<file path="config.mk">
export PLATFORM = sky130hd
export DESIGN_NAME = pid_controller_step
export DESIGN_NICKNAME = d
export VERILOG_FILES = /design/src/pid_pkg.sv /design/src/pid_ctrl.sv /design/src/pid_dp.sv /design/src/pid_controller_step.sv
export SDC_FILE = /design/constraint.sdc
export NUM_CORES = 2
export LEC_CHECK = 0
export BUFFER_PORTS_ARGS = -buffer_cell sky130_fd_sc_hd__buf_2
export CAP_MARGIN = 30
export CORE_MARGIN = 2
export CORE_UTILIZATION = 60
export DETAILED_ROUTE_END_ITERATION = 8
export GPL_TIMING_DRIVEN = 0
export PLACE_DENSITY = 0.76
export SKIP_LAST_GASP = 1
export SYNTH_ARGS = -nofsm -noshare
export SYNTH_HDL_FRONTEND = slang
export SYNTH_HIERARCHICAL = 1
export SYNTH_SLANG_ARGS = --single-unit
</file>
<file path="constraint.sdc">
create_clock -name clk -period 13.1 [get_ports clk]
set_input_delay 1.31 -clock clk [delete_from_list [all_inputs] [get_ports clk]]
set_output_delay 1.31 -clock clk [all_outputs]
set_load 0.02 [all_outputs]
</file>
<file path="src/pid_pkg.sv">
// Shared types, constants and width helpers for the PID controller step block.
// Used by pid_ctrl, pid_dp and pid_controller_step; depends on nothing else.
package pid_pkg;

	// Default parameter values.
	localparam int SAMPLE_BITS_DEF = 10;
	localparam int FRAC_BITS_DEF   = 16;

	// Fixed field and register widths.
	localparam int GAIN_W      = 24;
	localparam int STEP_W      = 16;
	localparam int DEN_W       = 17;
	localparam int INTEG_W     = 48;
	localparam int DRIVE_W     = 32;
	localparam int CHUNK_W     = 24;
	localparam int CFG_INDEX_W = 3;
	localparam int CFG_DATA_W  = 24;

	// Time-unit divisors: milliseconds and the finer unit.
	localparam int DIV_MS    = 1000;
	localparam int DIV_OTHER = 100000;

	// Reset values of the gains and the time base.
	localparam logic signed [GAIN_W-1:0] GAIN_P_RESET = 24'sd65536;
	localparam logic [STEP_W-1:0]        STEP_RESET   = 16'd10;

	// Configuration register indexes.
	typedef enum logic [CFG_INDEX_W-1:0] {
		REG_REFERENCE = 3'd0,
		REG_GAIN_P    = 3'd1,
		REG_GAIN_I    = 3'd2,
		REG_GAIN_D    = 3'd3,
		REG_TIME_STEP = 3'd4,
		REG_TIME_UNIT = 3'd5
	} reg_idx_t;

	// Which gain term the multiply-accumulate is working on.
	typedef enum logic [1:0] {
		TERM_P = 2'd0,
		TERM_I = 2'd1,
		TERM_D = 2'd2
	} term_t;

	// Sequencer states, one-hot.
	typedef enum logic [11:0] {
		S_IDLE   = 12'b0000_0000_0001,
		S_LOAD_I = 12'b0000_0000_0010,
		S_DIV_I  = 12'b0000_0000_0100,
		S_INT    = 12'b0000_0000_1000,
		S_LOAD_D = 12'b0000_0001_0000,
		S_DIV_D  = 12'b0000_0010_0000,
		S_DER    = 12'b0000_0100_0000,
		S_OPND   = 12'b0000_1000_0000,
		S_MUL    = 12'b0001_0000_0000,
		S_ACC    = 12'b0010_0000_0000,
		S_FOLD   = 12'b0100_0000_0000,
		S_DONE   = 12'b1000_0000_0000
	} state_t;

	// Commands from the sequencer to the datapath.
	typedef struct packed {
		logic  take;
		logic  div_load_i;
		logic  div_load_d;
		logic  div_step;
		logic  int_update;
		logic  deriv_update;
		logic  op_load;
		term_t term;
		logic  mul;
		logic  top_chunk;
		logic  acc_add;
		logic  fold;
		logic  out_load;
	} pid_cmd_t;

	// Status from the datapath to the sequencer.
	typedef struct packed {
		logic ts_zero;
		logic out_free;
	} pid_stat_t;

	// Number of two-bit divider steps for the widest dividend.
	function automatic int div_iters(int sample_bits, int frac_bits);
		return (sample_bits + frac_bits + 20) / 2;
	endfunction

	// Width of the signed operands (integral and derivative) fed to the gains.
	function automatic int opnd_bits(int sample_bits, int frac_bits);
		int nb;
		nb = 2 * div_iters(sample_bits, frac_bits);
		return (nb + 1 > INTEG_W) ? nb + 1 : INTEG_W;
	endfunction

	// Number of multiplier chunks per gain product.
	function automatic int chunk_count(int sample_bits, int frac_bits);
		return (opnd_bits(sample_bits, frac_bits) + CHUNK_W - 1) / CHUNK_W;
	endfunction

endpackage

</file>
<file path="src/pid_ctrl.sv">
// Sequencer for the PID controller step: one-hot state machine and loop counters.
// Depends on pid_pkg for the state, command and status types.
module pid_ctrl #(
	parameter int SAMPLE_BITS = pid_pkg::SAMPLE_BITS_DEF,
	parameter int FRAC_BITS   = pid_pkg::FRAC_BITS_DEF
) (
	input  logic                clk,
	input  logic                arst_n,
	input  logic                in_valid,
	output logic                in_ready,
	input  pid_pkg::pid_stat_t  stat,
	output pid_pkg::pid_cmd_t   cmd
);

	localparam int ITERS = pid_pkg::div_iters(SAMPLE_BITS, FRAC_BITS);
	localparam int NCH   = pid_pkg::chunk_count(SAMPLE_BITS, FRAC_BITS);
	localparam int CNT_W = $clog2(ITERS);
	localparam int CHK_W = $clog2(NCH);

	pid_pkg::state_t state_q, state_d;
	pid_pkg::term_t  term_q, term_d;
	logic [CNT_W-1:0] cnt_q, cnt_d;
	logic [CHK_W-1:0] chk_q, chk_d;
	pid_pkg::term_t  term_next;

	// Order of the gain terms.
	always_comb begin
		unique case (term_q)
			pid_pkg::TERM_P: term_next = pid_pkg::TERM_I;
			pid_pkg::TERM_I: term_next = pid_pkg::TERM_D;
			default:         term_next = pid_pkg::TERM_P;
		endcase
	end

	// Next-state and command decode.
	always_comb begin
		state_d  = state_q;
		term_d   = term_q;
		cnt_d    = cnt_q;
		chk_d    = chk_q;
		cmd      = '0;
		cmd.term = term_q;
		in_ready = 1'b0;
		unique case (state_q)
			pid_pkg::S_IDLE: begin
				in_ready = 1'b1;
				if (in_valid) begin
					cmd.take = 1'b1;
					term_d   = pid_pkg::TERM_P;
					state_d  = stat.ts_zero ? pid_pkg::S_OPND : pid_pkg::S_LOAD_I;
				end
			end
			pid_pkg::S_LOAD_I: begin
				cmd.div_load_i = 1'b1;
				cnt_d          = '0;
				state_d        = pid_pkg::S_DIV_I;
			end
			pid_pkg::S_DIV_I: begin
				cmd.div_step = 1'b1;
				cnt_d        = cnt_q + 1'b1;
				if (cnt_q == CNT_W'(ITERS - 1)) begin
					state_d = pid_pkg::S_INT;
				end
			end
			pid_pkg::S_INT: begin
				cmd.int_update = 1'b1;
				state_d        = pid_pkg::S_LOAD_D;
			end
			pid_pkg::S_LOAD_D: begin
				cmd.div_load_d = 1'b1;
				cnt_d          = '0;
				state_d        = pid_pkg::S_DIV_D;
			end
			pid_pkg::S_DIV_D: begin
				cmd.div_step = 1'b1;
				cnt_d        = cnt_q + 1'b1;
				if (cnt_q == CNT_W'(ITERS - 1)) begin
					state_d = pid_pkg::S_DER;
				end
			end
			pid_pkg::S_DER: begin
				cmd.deriv_update = 1'b1;
				state_d          = pid_pkg::S_OPND;
			end
			pid_pkg::S_OPND: begin
				cmd.op_load = 1'b1;
				chk_d       = '0;
				state_d     = pid_pkg::S_MUL;
			end
			pid_pkg::S_MUL: begin
				cmd.mul       = 1'b1;
				cmd.top_chunk = (chk_q == '0);
				state_d       = pid_pkg::S_ACC;
			end
			pid_pkg::S_ACC: begin
				cmd.acc_add = 1'b1;
				if (chk_q == CHK_W'(NCH - 1)) begin
					state_d = pid_pkg::S_FOLD;
				end else begin
					chk_d   = chk_q + 1'b1;
					state_d = pid_pkg::S_MUL;
				end
			end
			pid_pkg::S_FOLD: begin
				cmd.fold = 1'b1;
				if (term_q == pid_pkg::TERM_D) begin
					state_d = pid_pkg::S_DONE;
				end else begin
					term_d  = term_next;
					state_d = pid_pkg::S_OPND;
				end
			end
			pid_pkg::S_DONE: begin
				if (stat.out_free) begin
					cmd.out_load = 1'b1;
					state_d      = pid_pkg::S_IDLE;
				end
			end
			default: begin
				state_d = pid_pkg::S_IDLE;
			end
		endcase
	end

	// State and counter registers.
	always_ff @(posedge clk or negedge arst_n) begin
		if (!arst_n) begin
			state_q <= pid_pkg::S_IDLE;
			term_q  <= pid_pkg::TERM_P;
			cnt_q   <= '0;
			chk_q   <= '0;
		end else begin
			state_q <= state_d;
			term_q  <= term_d;
			cnt_q   <= cnt_d;
			chk_q   <= chk_d;
		end
	end

endmodule

</file>
<file path="src/pid_dp.sv">
// Datapath for the PID controller step: configuration registers, error state,
// shared two-bit-per-cycle divider, chunked gain multiply-accumulate and output register.
// Depends on pid_pkg for widths, register indexes and the command and status types.
module pid_dp #(
	parameter int SAMPLE_BITS = pid_pkg::SAMPLE_BITS_DEF,
	parameter int FRAC_BITS   = pid_pkg::FRAC_BITS_DEF
) (
	input  logic                                 clk,
	input  logic                                 arst_n,
	input  pid_pkg::pid_cmd_t                    cmd,
	output pid_pkg::pid_stat_t                   stat,
	input  logic [SAMPLE_BITS-1:0]               sample,
	input  logic                                 cfg_valid,
	input  logic [pid_pkg::CFG_INDEX_W-1:0]      cfg_index,
	input  logic [pid_pkg::CFG_DATA_W-1:0]       cfg_data,
	input  logic                                 out_ready,
	output logic                                 out_valid,
	output logic signed [pid_pkg::DRIVE_W-1:0]   drive,
	output logic signed [SAMPLE_BITS:0]          error_now,
	output logic                                 saturated
);

	localparam int GW    = pid_pkg::GAIN_W;
	localparam int TSW   = pid_pkg::STEP_W;
	localparam int DENW  = pid_pkg::DEN_W;
	localparam int IW    = pid_pkg::INTEG_W;
	localparam int DW    = pid_pkg::DRIVE_W;
	localparam int CH    = pid_pkg::CHUNK_W;
	localparam int NB    = 2 * pid_pkg::div_iters(SAMPLE_BITS, FRAC_BITS);
	localparam int XW    = pid_pkg::opnd_bits(SAMPLE_BITS, FRAC_BITS);
	localparam int OPW   = pid_pkg::chunk_count(SAMPLE_BITS, FRAC_BITS) * CH;
	localparam int SUMW  = XW + 1;
	localparam int ACCW  = OPW + GW;
	localparam int TOTW  = ACCW - FRAC_BITS + 2;
	localparam int EW    = SAMPLE_BITS + 1;
	localparam int DEW   = SAMPLE_BITS + 2;

	localparam logic signed [SUMW-1:0] INT_MAX =
		$signed({{(SUMW-IW+1){1'b0}}, {(IW-1){1'b1}}});
	localparam logic signed [SUMW-1:0] INT_MIN =
		$signed({{(SUMW-IW+1){1'b1}}, {(IW-1){1'b0}}});
	localparam logic signed [TOTW-1:0] DRV_MAX =
		$signed({{(TOTW-DW+1){1'b0}}, {(DW-1){1'b1}}});
	localparam logic signed [TOTW-1:0] DRV_MIN =
		$signed({{(TOTW-DW+1){1'b1}}, {(DW-1){1'b0}}});

	// Configuration registers.
	logic [SAMPLE_BITS-1:0]   reference_q;
	logic signed [GW-1:0]     gain_p_q, gain_i_q, gain_d_q;
	logic [TSW-1:0]           time_step_q;
	logic                     time_unit_q;

	// Controller state.
	logic signed [EW-1:0]     last_error_q;
	logic signed [IW-1:0]     integ_q;

	// Per-item working registers.
	logic signed [EW-1:0]     e_q;
	logic signed [DEW-1:0]    de_q;
	logic signed [XW-1:0]     deriv_q;
	logic                     clip_q;
	logic [NB-1:0]            div_num_q;
	logic [DENW-1:0]          div_rem_q;
	logic [DENW-1:0]          div_den_q;
	logic signed [OPW-1:0]    opnd_q;
	logic signed [GW-1:0]     gsel_q;
	logic signed [GW+CH:0]    prod_q;
	logic signed [ACCW-1:0]   term_acc_q;
	logic signed [TOTW-1:0]   total_q;

	// Output register.
	logic                     out_valid_q;
	logic signed [DW-1:0]     drive_q;
	logic signed [EW-1:0]     err_out_q;
	logic                     sat_q;

	// Combinational helpers.
	logic signed [EW-1:0]     e_new;
	logic signed [DEW-1:0]    de_new;
	logic [SAMPLE_BITS-1:0]   mag_e;
	logic [SAMPLE_BITS:0]     mag_de;
	logic [DENW-1:0]          div_const;
	logic [SAMPLE_BITS+TSW-1:0]  prod_et;
	logic [SAMPLE_BITS+DENW:0]   prod_dd;
	logic [DENW:0]            r1, r2;
	logic                     ge1, ge2;
	logic [DENW-1:0]          rem1, rem2;
	logic signed [SUMW-1:0]   q_ext, int_sum;
	logic signed [IW-1:0]     int_sat;
	logic                     int_clip;
	logic signed [XW-1:0]     q_x;
	logic signed [OPW-1:0]    x_sel;
	logic signed [GW-1:0]     g_sel;
	logic [CH-1:0]            chunk;
	logic signed [CH:0]       chunk_op;
	logic signed [DW-1:0]     drv_sat;
	logic                     drv_clip;

	// Error and error change for a new sample.
	assign e_new  = $signed({1'b0, reference_q}) - $signed({1'b0, sample});
	assign de_new = DEW'(e_new) - DEW'(last_error_q);

	// Magnitudes of the latched error and error change.
	assign mag_e  = e_q[EW-1] ? SAMPLE_BITS'(-e_q) : SAMPLE_BITS'(e_q);
	assign mag_de = de_q[DEW-1] ? (SAMPLE_BITS+1)'(-de_q) : (SAMPLE_BITS+1)'(de_q);

	// Time-unit divisor and the two dividend products.
	assign div_const = time_unit_q ? DENW'(pid_pkg::DIV_OTHER) : DENW'(pid_pkg::DIV_MS);
	assign prod_et   = mag_e * time_step_q;
	assign prod_dd   = mag_de * div_const;

	// Two restoring divider steps per cycle.
	always_comb begin
		r1   = {div_rem_q, div_num_q[NB-1]};
		ge1  = (r1 >= {1'b0, div_den_q});
		rem1 = ge1 ? DENW'(r1 - {1'b0, div_den_q}) : DENW'(r1);
		r2   = {rem1, div_num_q[NB-2]};
		ge2  = (r2 >= {1'b0, div_den_q});
		rem2 = ge2 ? DENW'(r2 - {1'b0, div_den_q}) : DENW'(r2);
	end

	// Integral update with saturation to the state width.
	always_comb begin
		q_ext   = $signed(SUMW'(div_num_q));
		int_sum = SUMW'(integ_q) + (e_q[EW-1] ? -q_ext : q_ext);
		if (int_sum > INT_MAX) begin
			int_sat  = IW'(INT_MAX);
			int_clip = 1'b1;
		end else if (int_sum < INT_MIN) begin
			int_sat  = IW'(INT_MIN);
			int_clip = 1'b1;
		end else begin
			int_sat  = IW'(int_sum);
			int_clip = 1'b0;
		end
	end

	// Signed derivative from the quotient.
	assign q_x = $signed(XW'(div_num_q));

	// Operand and gain for the selected term.
	always_comb begin
		unique case (cmd.term)
			pid_pkg::TERM_P: begin
				x_sel = OPW'(e_q) <<< FRAC_BITS;
				g_sel = gain_p_q;
			end
			pid_pkg::TERM_I: begin
				x_sel = OPW'(integ_q);
				g_sel = gain_i_q;
			end
			pid_pkg::TERM_D: begin
				x_sel = OPW'(deriv_q);
				g_sel = gain_d_q;
			end
			default: begin
				x_sel = '0;
				g_sel = '0;
			end
		endcase
	end

	// Top chunk of the operand is signed, the rest unsigned.
	assign chunk    = opnd_q[OPW-1 -: CH];
	assign chunk_op = $signed({cmd.top_chunk & chunk[CH-1], chunk});

	// Output saturation to 32 bits.
	always_comb begin
		if (total_q > DRV_MAX) begin
			drv_sat  = DW'(DRV_MAX);
			drv_clip = 1'b1;
		end else if (total_q < DRV_MIN) begin
			drv_sat  = DW'(DRV_MIN);
			drv_clip = 1'b1;
		end else begin
			drv_sat  = DW'(total_q);
			drv_clip = 1'b0;
		end
	end

	// Configuration, controller state and output valid.
	always_ff @(posedge clk or negedge arst_n) begin
		if (!arst_n) begin
			reference_q  <= SAMPLE_BITS'(1) << (SAMPLE_BITS - 1);
			gain_p_q     <= pid_pkg::GAIN_P_RESET;
			gain_i_q     <= '0;
			gain_d_q     <= '0;
			time_step_q  <= pid_pkg::STEP_RESET;
			time_unit_q  <= 1'b0;
			last_error_q <= '0;
			integ_q      <= '0;
			out_valid_q  <= 1'b0;
		end else begin
			if (cfg_valid) begin
				unique case (cfg_index)
					pid_pkg::REG_REFERENCE: reference_q <= cfg_data[SAMPLE_BITS-1:0];
					pid_pkg::REG_GAIN_P:    gain_p_q    <= $signed(cfg_data[GW-1:0]);
					pid_pkg::REG_GAIN_I:    gain_i_q    <= $signed(cfg_data[GW-1:0]);
					pid_pkg::REG_GAIN_D:    gain_d_q    <= $signed(cfg_data[GW-1:0]);
					pid_pkg::REG_TIME_STEP: time_step_q <= cfg_data[TSW-1:0];
					pid_pkg::REG_TIME_UNIT: time_unit_q <= cfg_data[0];
					default: ;
				endcase
			end
			if (cmd.take) begin
				last_error_q <= e_new;
			end
			if (cmd.int_update) begin
				integ_q <= int_sat;
			end
			if (cmd.out_load) begin
				out_valid_q <= 1'b1;
			end else if (out_ready) begin
				out_valid_q <= 1'b0;
			end
		end
	end

	// Working and payload registers.
	always_ff @(posedge clk) begin
		if (cmd.take) begin
			e_q     <= e_new;
			de_q    <= de_new;
			deriv_q <= '0;
			clip_q  <= 1'b0;
			total_q <= '0;
		end
		if (cmd.div_load_i) begin
			div_num_q <= NB'({prod_et, {FRAC_BITS{1'b0}}}) + NB'(div_const[DENW-1:1]);
			div_den_q <= div_const;
			div_rem_q <= '0;
		end
		if (cmd.div_load_d) begin
			div_num_q <= NB'({prod_dd, {FRAC_BITS{1'b0}}}) + NB'(time_step_q[TSW-1:1]);
			div_den_q <= DENW'(time_step_q);
			div_rem_q <= '0;
		end
		if (cmd.div_step) begin
			div_num_q <= {div_num_q[NB-3:0], ge1, ge2};
			div_rem_q <= rem2;
		end
		if (cmd.int_update) begin
			clip_q <= int_clip;
		end
		if (cmd.deriv_update) begin
			deriv_q <= de_q[DEW-1] ? -q_x : q_x;
		end
		if (cmd.op_load) begin
			opnd_q     <= x_sel;
			gsel_q     <= g_sel;
			term_acc_q <= '0;
		end
		if (cmd.mul) begin
			prod_q <= gsel_q * chunk_op;
			opnd_q <= opnd_q <<< CH;
		end
		if (cmd.acc_add) begin
			term_acc_q <= (term_acc_q <<< CH) + ACCW'(prod_q);
		end
		if (cmd.fold) begin
			total_q <= total_q + TOTW'(term_acc_q >>> FRAC_BITS);
		end
		if (cmd.out_load) begin
			drive_q   <= drv_sat;
			err_out_q <= e_q;
			sat_q     <= clip_q | drv_clip;
		end
	end

	assign stat.ts_zero  = (time_step_q == '0);
	assign stat.out_free = !out_valid_q || out_ready;

	assign out_valid = out_valid_q;
	assign drive     = drive_q;
	assign error_now = err_out_q;
	assign saturated = sat_q;

endmodule

</file>
<file path="src/pid_controller_step.sv">
// Discrete PID controller, one control step per input beat.
// Channels: s_* carries the sample beat in; m_* carries the result beat out
// (drive in Q16.16 with error_now in tdata, the clip flag in tuser).
// cfg_* writes one register per beat by index: 0 reference, 1 gain_p, 2 gain_i,
// 3 gain_d, 4 time_step, 5 time_unit; cfg_ready is always high. Write registers
// only while no step is in flight.
// Sequence: a step runs ITERS = (SAMPLE_BITS + FRAC_BITS + 20) / 2 two-bit divider
// steps, once for the integral increment and once for the derivative, then works the
// three gain terms in the shared 24 x 25 gain multiplier. With time_step zero the
// divides are skipped. One step is worked at a time; s_tready is high only while the
// sequencer waits for a sample, so a new sample is not taken before the last step
// has loaded its result.
// The finished result sits in an output register, so the next sample is taken while
// it waits; if the receiver stalls, the following step holds in its last state
// until that register is free.
// Reset clears the error history and integral and restores the register defaults.
// Depends on pid_pkg, pid_ctrl and pid_dp.
module pid_controller_step #(
	parameter int SAMPLE_BITS = pid_pkg::SAMPLE_BITS_DEF,
	parameter int FRAC_BITS   = pid_pkg::FRAC_BITS_DEF
) (
	input  logic                                 clk,
	input  logic                                 arst_n,
	input  logic                                 s_tvalid,
	output logic                                 s_tready,
	// Fields from bit 0: sample, then zero fill.
	input  logic [((SAMPLE_BITS+7)/8)*8-1:0]     s_tdata,
	output logic                                 m_tvalid,
	input  logic                                 m_tready,
	// Fields from bit 0: drive (32), error_now (SAMPLE_BITS+1), then zero fill.
	output logic [((SAMPLE_BITS+40)/8)*8-1:0]    m_tdata,
	// Fields from bit 0: saturated.
	output logic                                 m_tuser,
	input  logic                                 cfg_valid,
	output logic                                 cfg_ready,
	input  logic [pid_pkg::CFG_INDEX_W-1:0]      cfg_index,
	input  logic [pid_pkg::CFG_DATA_W-1:0]       cfg_data
);

	localparam int OUT_W = ((SAMPLE_BITS + 40) / 8) * 8;

	pid_pkg::pid_cmd_t  cmd;
	pid_pkg::pid_stat_t stat;

	logic signed [pid_pkg::DRIVE_W-1:0] drive;
	logic signed [SAMPLE_BITS:0]        error_now;
	logic                               saturated;

	// Sequencer.
	pid_ctrl #(
		.SAMPLE_BITS (SAMPLE_BITS),
		.FRAC_BITS   (FRAC_BITS)
	) u_ctrl (
		.clk      (clk),
		.arst_n   (arst_n),
		.in_valid (s_tvalid),
		.in_ready (s_tready),
		.stat     (stat),
		.cmd      (cmd)
	);

	// Arithmetic, state and output register.
	pid_dp #(
		.SAMPLE_BITS (SAMPLE_BITS),
		.FRAC_BITS   (FRAC_BITS)
	) u_dp (
		.clk       (clk),
		.arst_n    (arst_n),
		.cmd       (cmd),
		.stat      (stat),
		.sample    (s_tdata[SAMPLE_BITS-1:0]),
		.cfg_valid (cfg_valid),
		.cfg_index (cfg_index),
		.cfg_data  (cfg_data),
		.out_ready (m_tready),
		.out_valid (m_tvalid),
		.drive     (drive),
		.error_now (error_now),
		.saturated (saturated)
	);

	// Pack the result beat.
	assign m_tdata   = OUT_W'({error_now, drive});
	assign m_tuser   = saturated;
	assign cfg_ready = 1'b1;

`ifndef SYNTHESIS
	// A taken sample keeps the block busy on the next cycle.
	a_busy_after_take: assert property (@(posedge clk) disable iff (!arst_n)
		s_tvalid && s_tready |=> !s_tready)
		else $error("input taken again right after a sample beat");

	// A result is loaded only when the output register can take it.
	a_load_when_free: assert property (@(posedge clk) disable iff (!arst_n)
		cmd.out_load |-> stat.out_free)
		else $error("result loaded over a pending output beat");

	// A result beat appears only right after a load.
	a_valid_from_load: assert property (@(posedge clk) disable iff (!arst_n)
		$rose(m_tvalid) |-> $past(cmd.out_load))
		else $error("output valid rose without a result load");

	// The sequencer issues at most one datapath action per cycle.
	a_one_action: assert property (@(posedge clk) disable iff (!arst_n)
		$onehot0({cmd.take, cmd.div_load_i, cmd.div_load_d, cmd.div_step,
			cmd.int_update, cmd.deriv_update, cmd.op_load, cmd.mul,
			cmd.acc_add, cmd.fold, cmd.out_load}))
		else $error("more than one datapath action in a cycle");
`endif

endmodule

</file>
==> impl_metrics.env <==
export IMPL_clock_sinks=626
export IMPL_grt_pass1_vias=54240
export IMPL_cp_data_arrival_time_ps=12330
export IMPL_start_kind="flip-flop"
export IMPL_num_rows=123
export IMPL_synth_top_area_cell="fa_1"
export IMPL_fin_crit_sh=0.9150
export IMPL_synth_edf_count=422
export IMPL_finalSetupViolations=0
export IMPL_synthesis_area_um2=68110
export IMPL_grt_pass1_wl_mm=314.8
export IMPL_hold_path_class="reg2reg"
export IMPL_htreeDepth=3
export IMPL_status="completed"
export IMPL_drt_iter0_drc=4780
export IMPL_hold_buffers=0
export IMPL_antenna_found_initial=16
export IMPL_seq_area_frac_synth=0.2592
export IMPL_fin_crit_ps=11990
export IMPL_fin_area_um2=73230
export IMPL_grt_usage=0.3572
export IMPL_yosys_warnings=6
export IMPL_initial_utilization=0.6055
export IMPL_cts_buffer_depth=3
export IMPL_skew_ps=69.51
export IMPL_placed_cell_area_um2=70660
export IMPL_path_common_cell="fa_1"
export IMPL_grt_max_degree=104
export IMPL_rsz0062_at_grt="no"
export IMPL_area_growth_pct=7.511
export IMPL_critPathCaptureType="flip-flop"
export IMPL_placed_cells=8764
export IMPL_critPathMaxFanout=10
export IMPL_globalplace_congestion=1.033
export IMPL_synth_area_per_cell_um2=9.509
export IMPL_dp_hpwl_mm=164.7
export IMPL_cpMaxStageDelayCell="nor2b_1"
export IMPL_max_slew_margin_rel=0.3160
export IMPL_yosysTopAreaCellShare=0.2339
export IMPL_yosys_top_cells_count="inv_1, nand2_1, fa_1"
export IMPL_port_buffers=87
export IMPL_fmax_ghz=0.08343
export IMPL_finalWirelength_mm=205.3
export IMPL_drive_gt1_frac=0.05595
export IMPL_ys_seq_elements=626
export IMPL_via_per_inst=5.986
export IMPL_ant_nets=0
export IMPL_avgRoutedWirePerCell_um=23.04
export IMPL_dr_pass1_iters=6
export IMPL_max_cap_violations=0
export IMPL_root_buffer="clkbuf_16"
export IMPL_hold_viol=0
export IMPL_synth_cell_types=99
export IMPL_fin_util=0.6509
export IMPL_core_area_um2=112500
export IMPL_finalSetupTns_ps=0
export IMPL_ys_flop_type="edfxtp_1"
export IMPL_stdcell_count=8911
export IMPL_routed_via_count=53340
export IMPL_drc=0
export IMPL_path_clk_slew_ps=60
export IMPL_clk_latency_ps=680
export IMPL_final_nets=8676
export IMPL_cts_setup_buffers=0
export IMPL_tightest_slew_ps=1012
export IMPL_die_h_um=340.9
export IMPL_ioPinCount=100
export IMPL_fp_dieW_um=340.9
export IMPL_setup_worst_path_class="reg2reg"
export IMPL_cts_buffers=73
export IMPL_cpPeakStageDelay_ps=830
export IMPL_synth_area_leaders="fa_1, edfxtp_1, ha_1, dfrtp_1, inv_1"
export IMPL_syn_inst=7163
export IMPL_async_flop_share=0.2859
export IMPL_cp_data_required_time_ps=13450
export IMPL_finalMaxSlewViolations=0
export IMPL_yosysMostFrequentCell="inv_1"
export IMPL_cts_repair_resized=0
export IMPL_die_area_um2=116200
export IMPL_cts_tree="yes"
export IMPL_grt_ovfl_total=0
cells in the final DEF (no fill, tap or decap), types with 318 or more instances in the layout:
master,instances
inv_1,1047
nand2_1,815
fa_1,796
ha_1,493
edfxtp_1,422
and2_1,397
a21oi_1,351
nor2_1,331
o21ai_0,319
clkbuf_1,318
cells by family (layout without fill, tap and decap cells):
kind of cell,Yosys count,after routing,share of synthesized area
DFF,626,626,0.2592
other,2,17,0.0001103
and+or+nand+nor,2091,2091,0.1501
xor gates and xnor gates,361,361,0.04653
AOI/OAI and AO/OA,1210,1210,0.1105
adders and majority gates,1291,1291,0.3248
buffers and inverters,1383,1616,0.07710
muxes,199,199,0.03169
path summary, 6_finish.rpt:
check                      slack [ps]                          endpoint                          start  cells after the start
min reg2reg                       490       u_dp/opnd_q[7]$_SDFFE_PP0P_    u_dp/opnd_q[7]$_SDFFE_PP0P_                      2
max                              1110         u_dp/prod_q[45]$_DFFE_PP_  u_ctrl/state_q[2]$_DFFE_PN0P_                     30
min in group asynchronous         610  u_dp/time_step_q[14]$_DFFE_PN0P_                         arst_n                      1
max in group asynchronous       11420        u_dp/out_valid$_DFFE_PN0P_                         arst_n                      2
min                               490       u_dp/opnd_q[7]$_SDFFE_PP0P_    u_dp/opnd_q[7]$_SDFFE_PP0P_                      2
max reg2reg                      1110         u_dp/prod_q[45]$_DFFE_PP_  u_ctrl/state_q[2]$_DFFE_PN0P_                     30
flip-flops by register name, indices dropped and copies added, names as in the netlist, 24 cells and up:
signal / flops
u_dp/term_acc_q: 72
u_dp/total_q: 58
u_dp/prod_q: 49
u_dp/deriv_q: 48
u_dp/integ_q: 48
u_dp/opnd_q: 48
u_dp/div_num_q: 46
u_dp/drive: 32
u_dp/gain_d_q: 24
u_dp/gain_i_q: 24
u_dp/gain_p_q: 24
u_dp/gsel_q: 24
final cells by class:
type                            instances  area [µm²]
Sequential cell                       626       17660
Inverter                             1052        3949
Buffer                                331        1303
Tap cell                             1500        1877
Clock inverter                         46       609.3
Antenna cell                           11       27.53
Multi-Input combinational cell       5158       45260
Clock buffer                           90        1931
Timing Repair Buffer                   97       611.8
Fill cell                            9165       39270
critical path: cells and delay by family (launching register included):
kind | cells | cell delay [ps]
compound gates | 7 | 2400
fa+ha+maj | 8 | 4210
buf+inv | 7 | 1150
flops | 1 | 370
simple gates | 8 | 3530
metrics by stage:
step / hold WS [ps] / setup slack, ps
after floorplan: 448.0 / 1633
after global placement: 461.7 / -1997
after detailed placement: 469.3 / 1319
after CTS: 484.6 / 1290
after global routing: 506.9 / 589.1
final: 490.1 / 1114
metal layers:
metal | routed length (µm) | share of wire | track usage | up-vias
met3 | 16540 | 0.081 | 0.06545 | 657
met2 | 95600 | 0.47 | 0.5730 | 2389
li1 | - | - | - | 23930
met4 | 16230 | 0.079 | 0.2401 | 14
met5 | 88 | 0.00043 | 0 | -
met1 | 76830 | 0.37 | 0.4429 | 26350
Power is not shown: default switching activity piles up to over one toggle a cycle in this logic, so the estimate is an artifact.
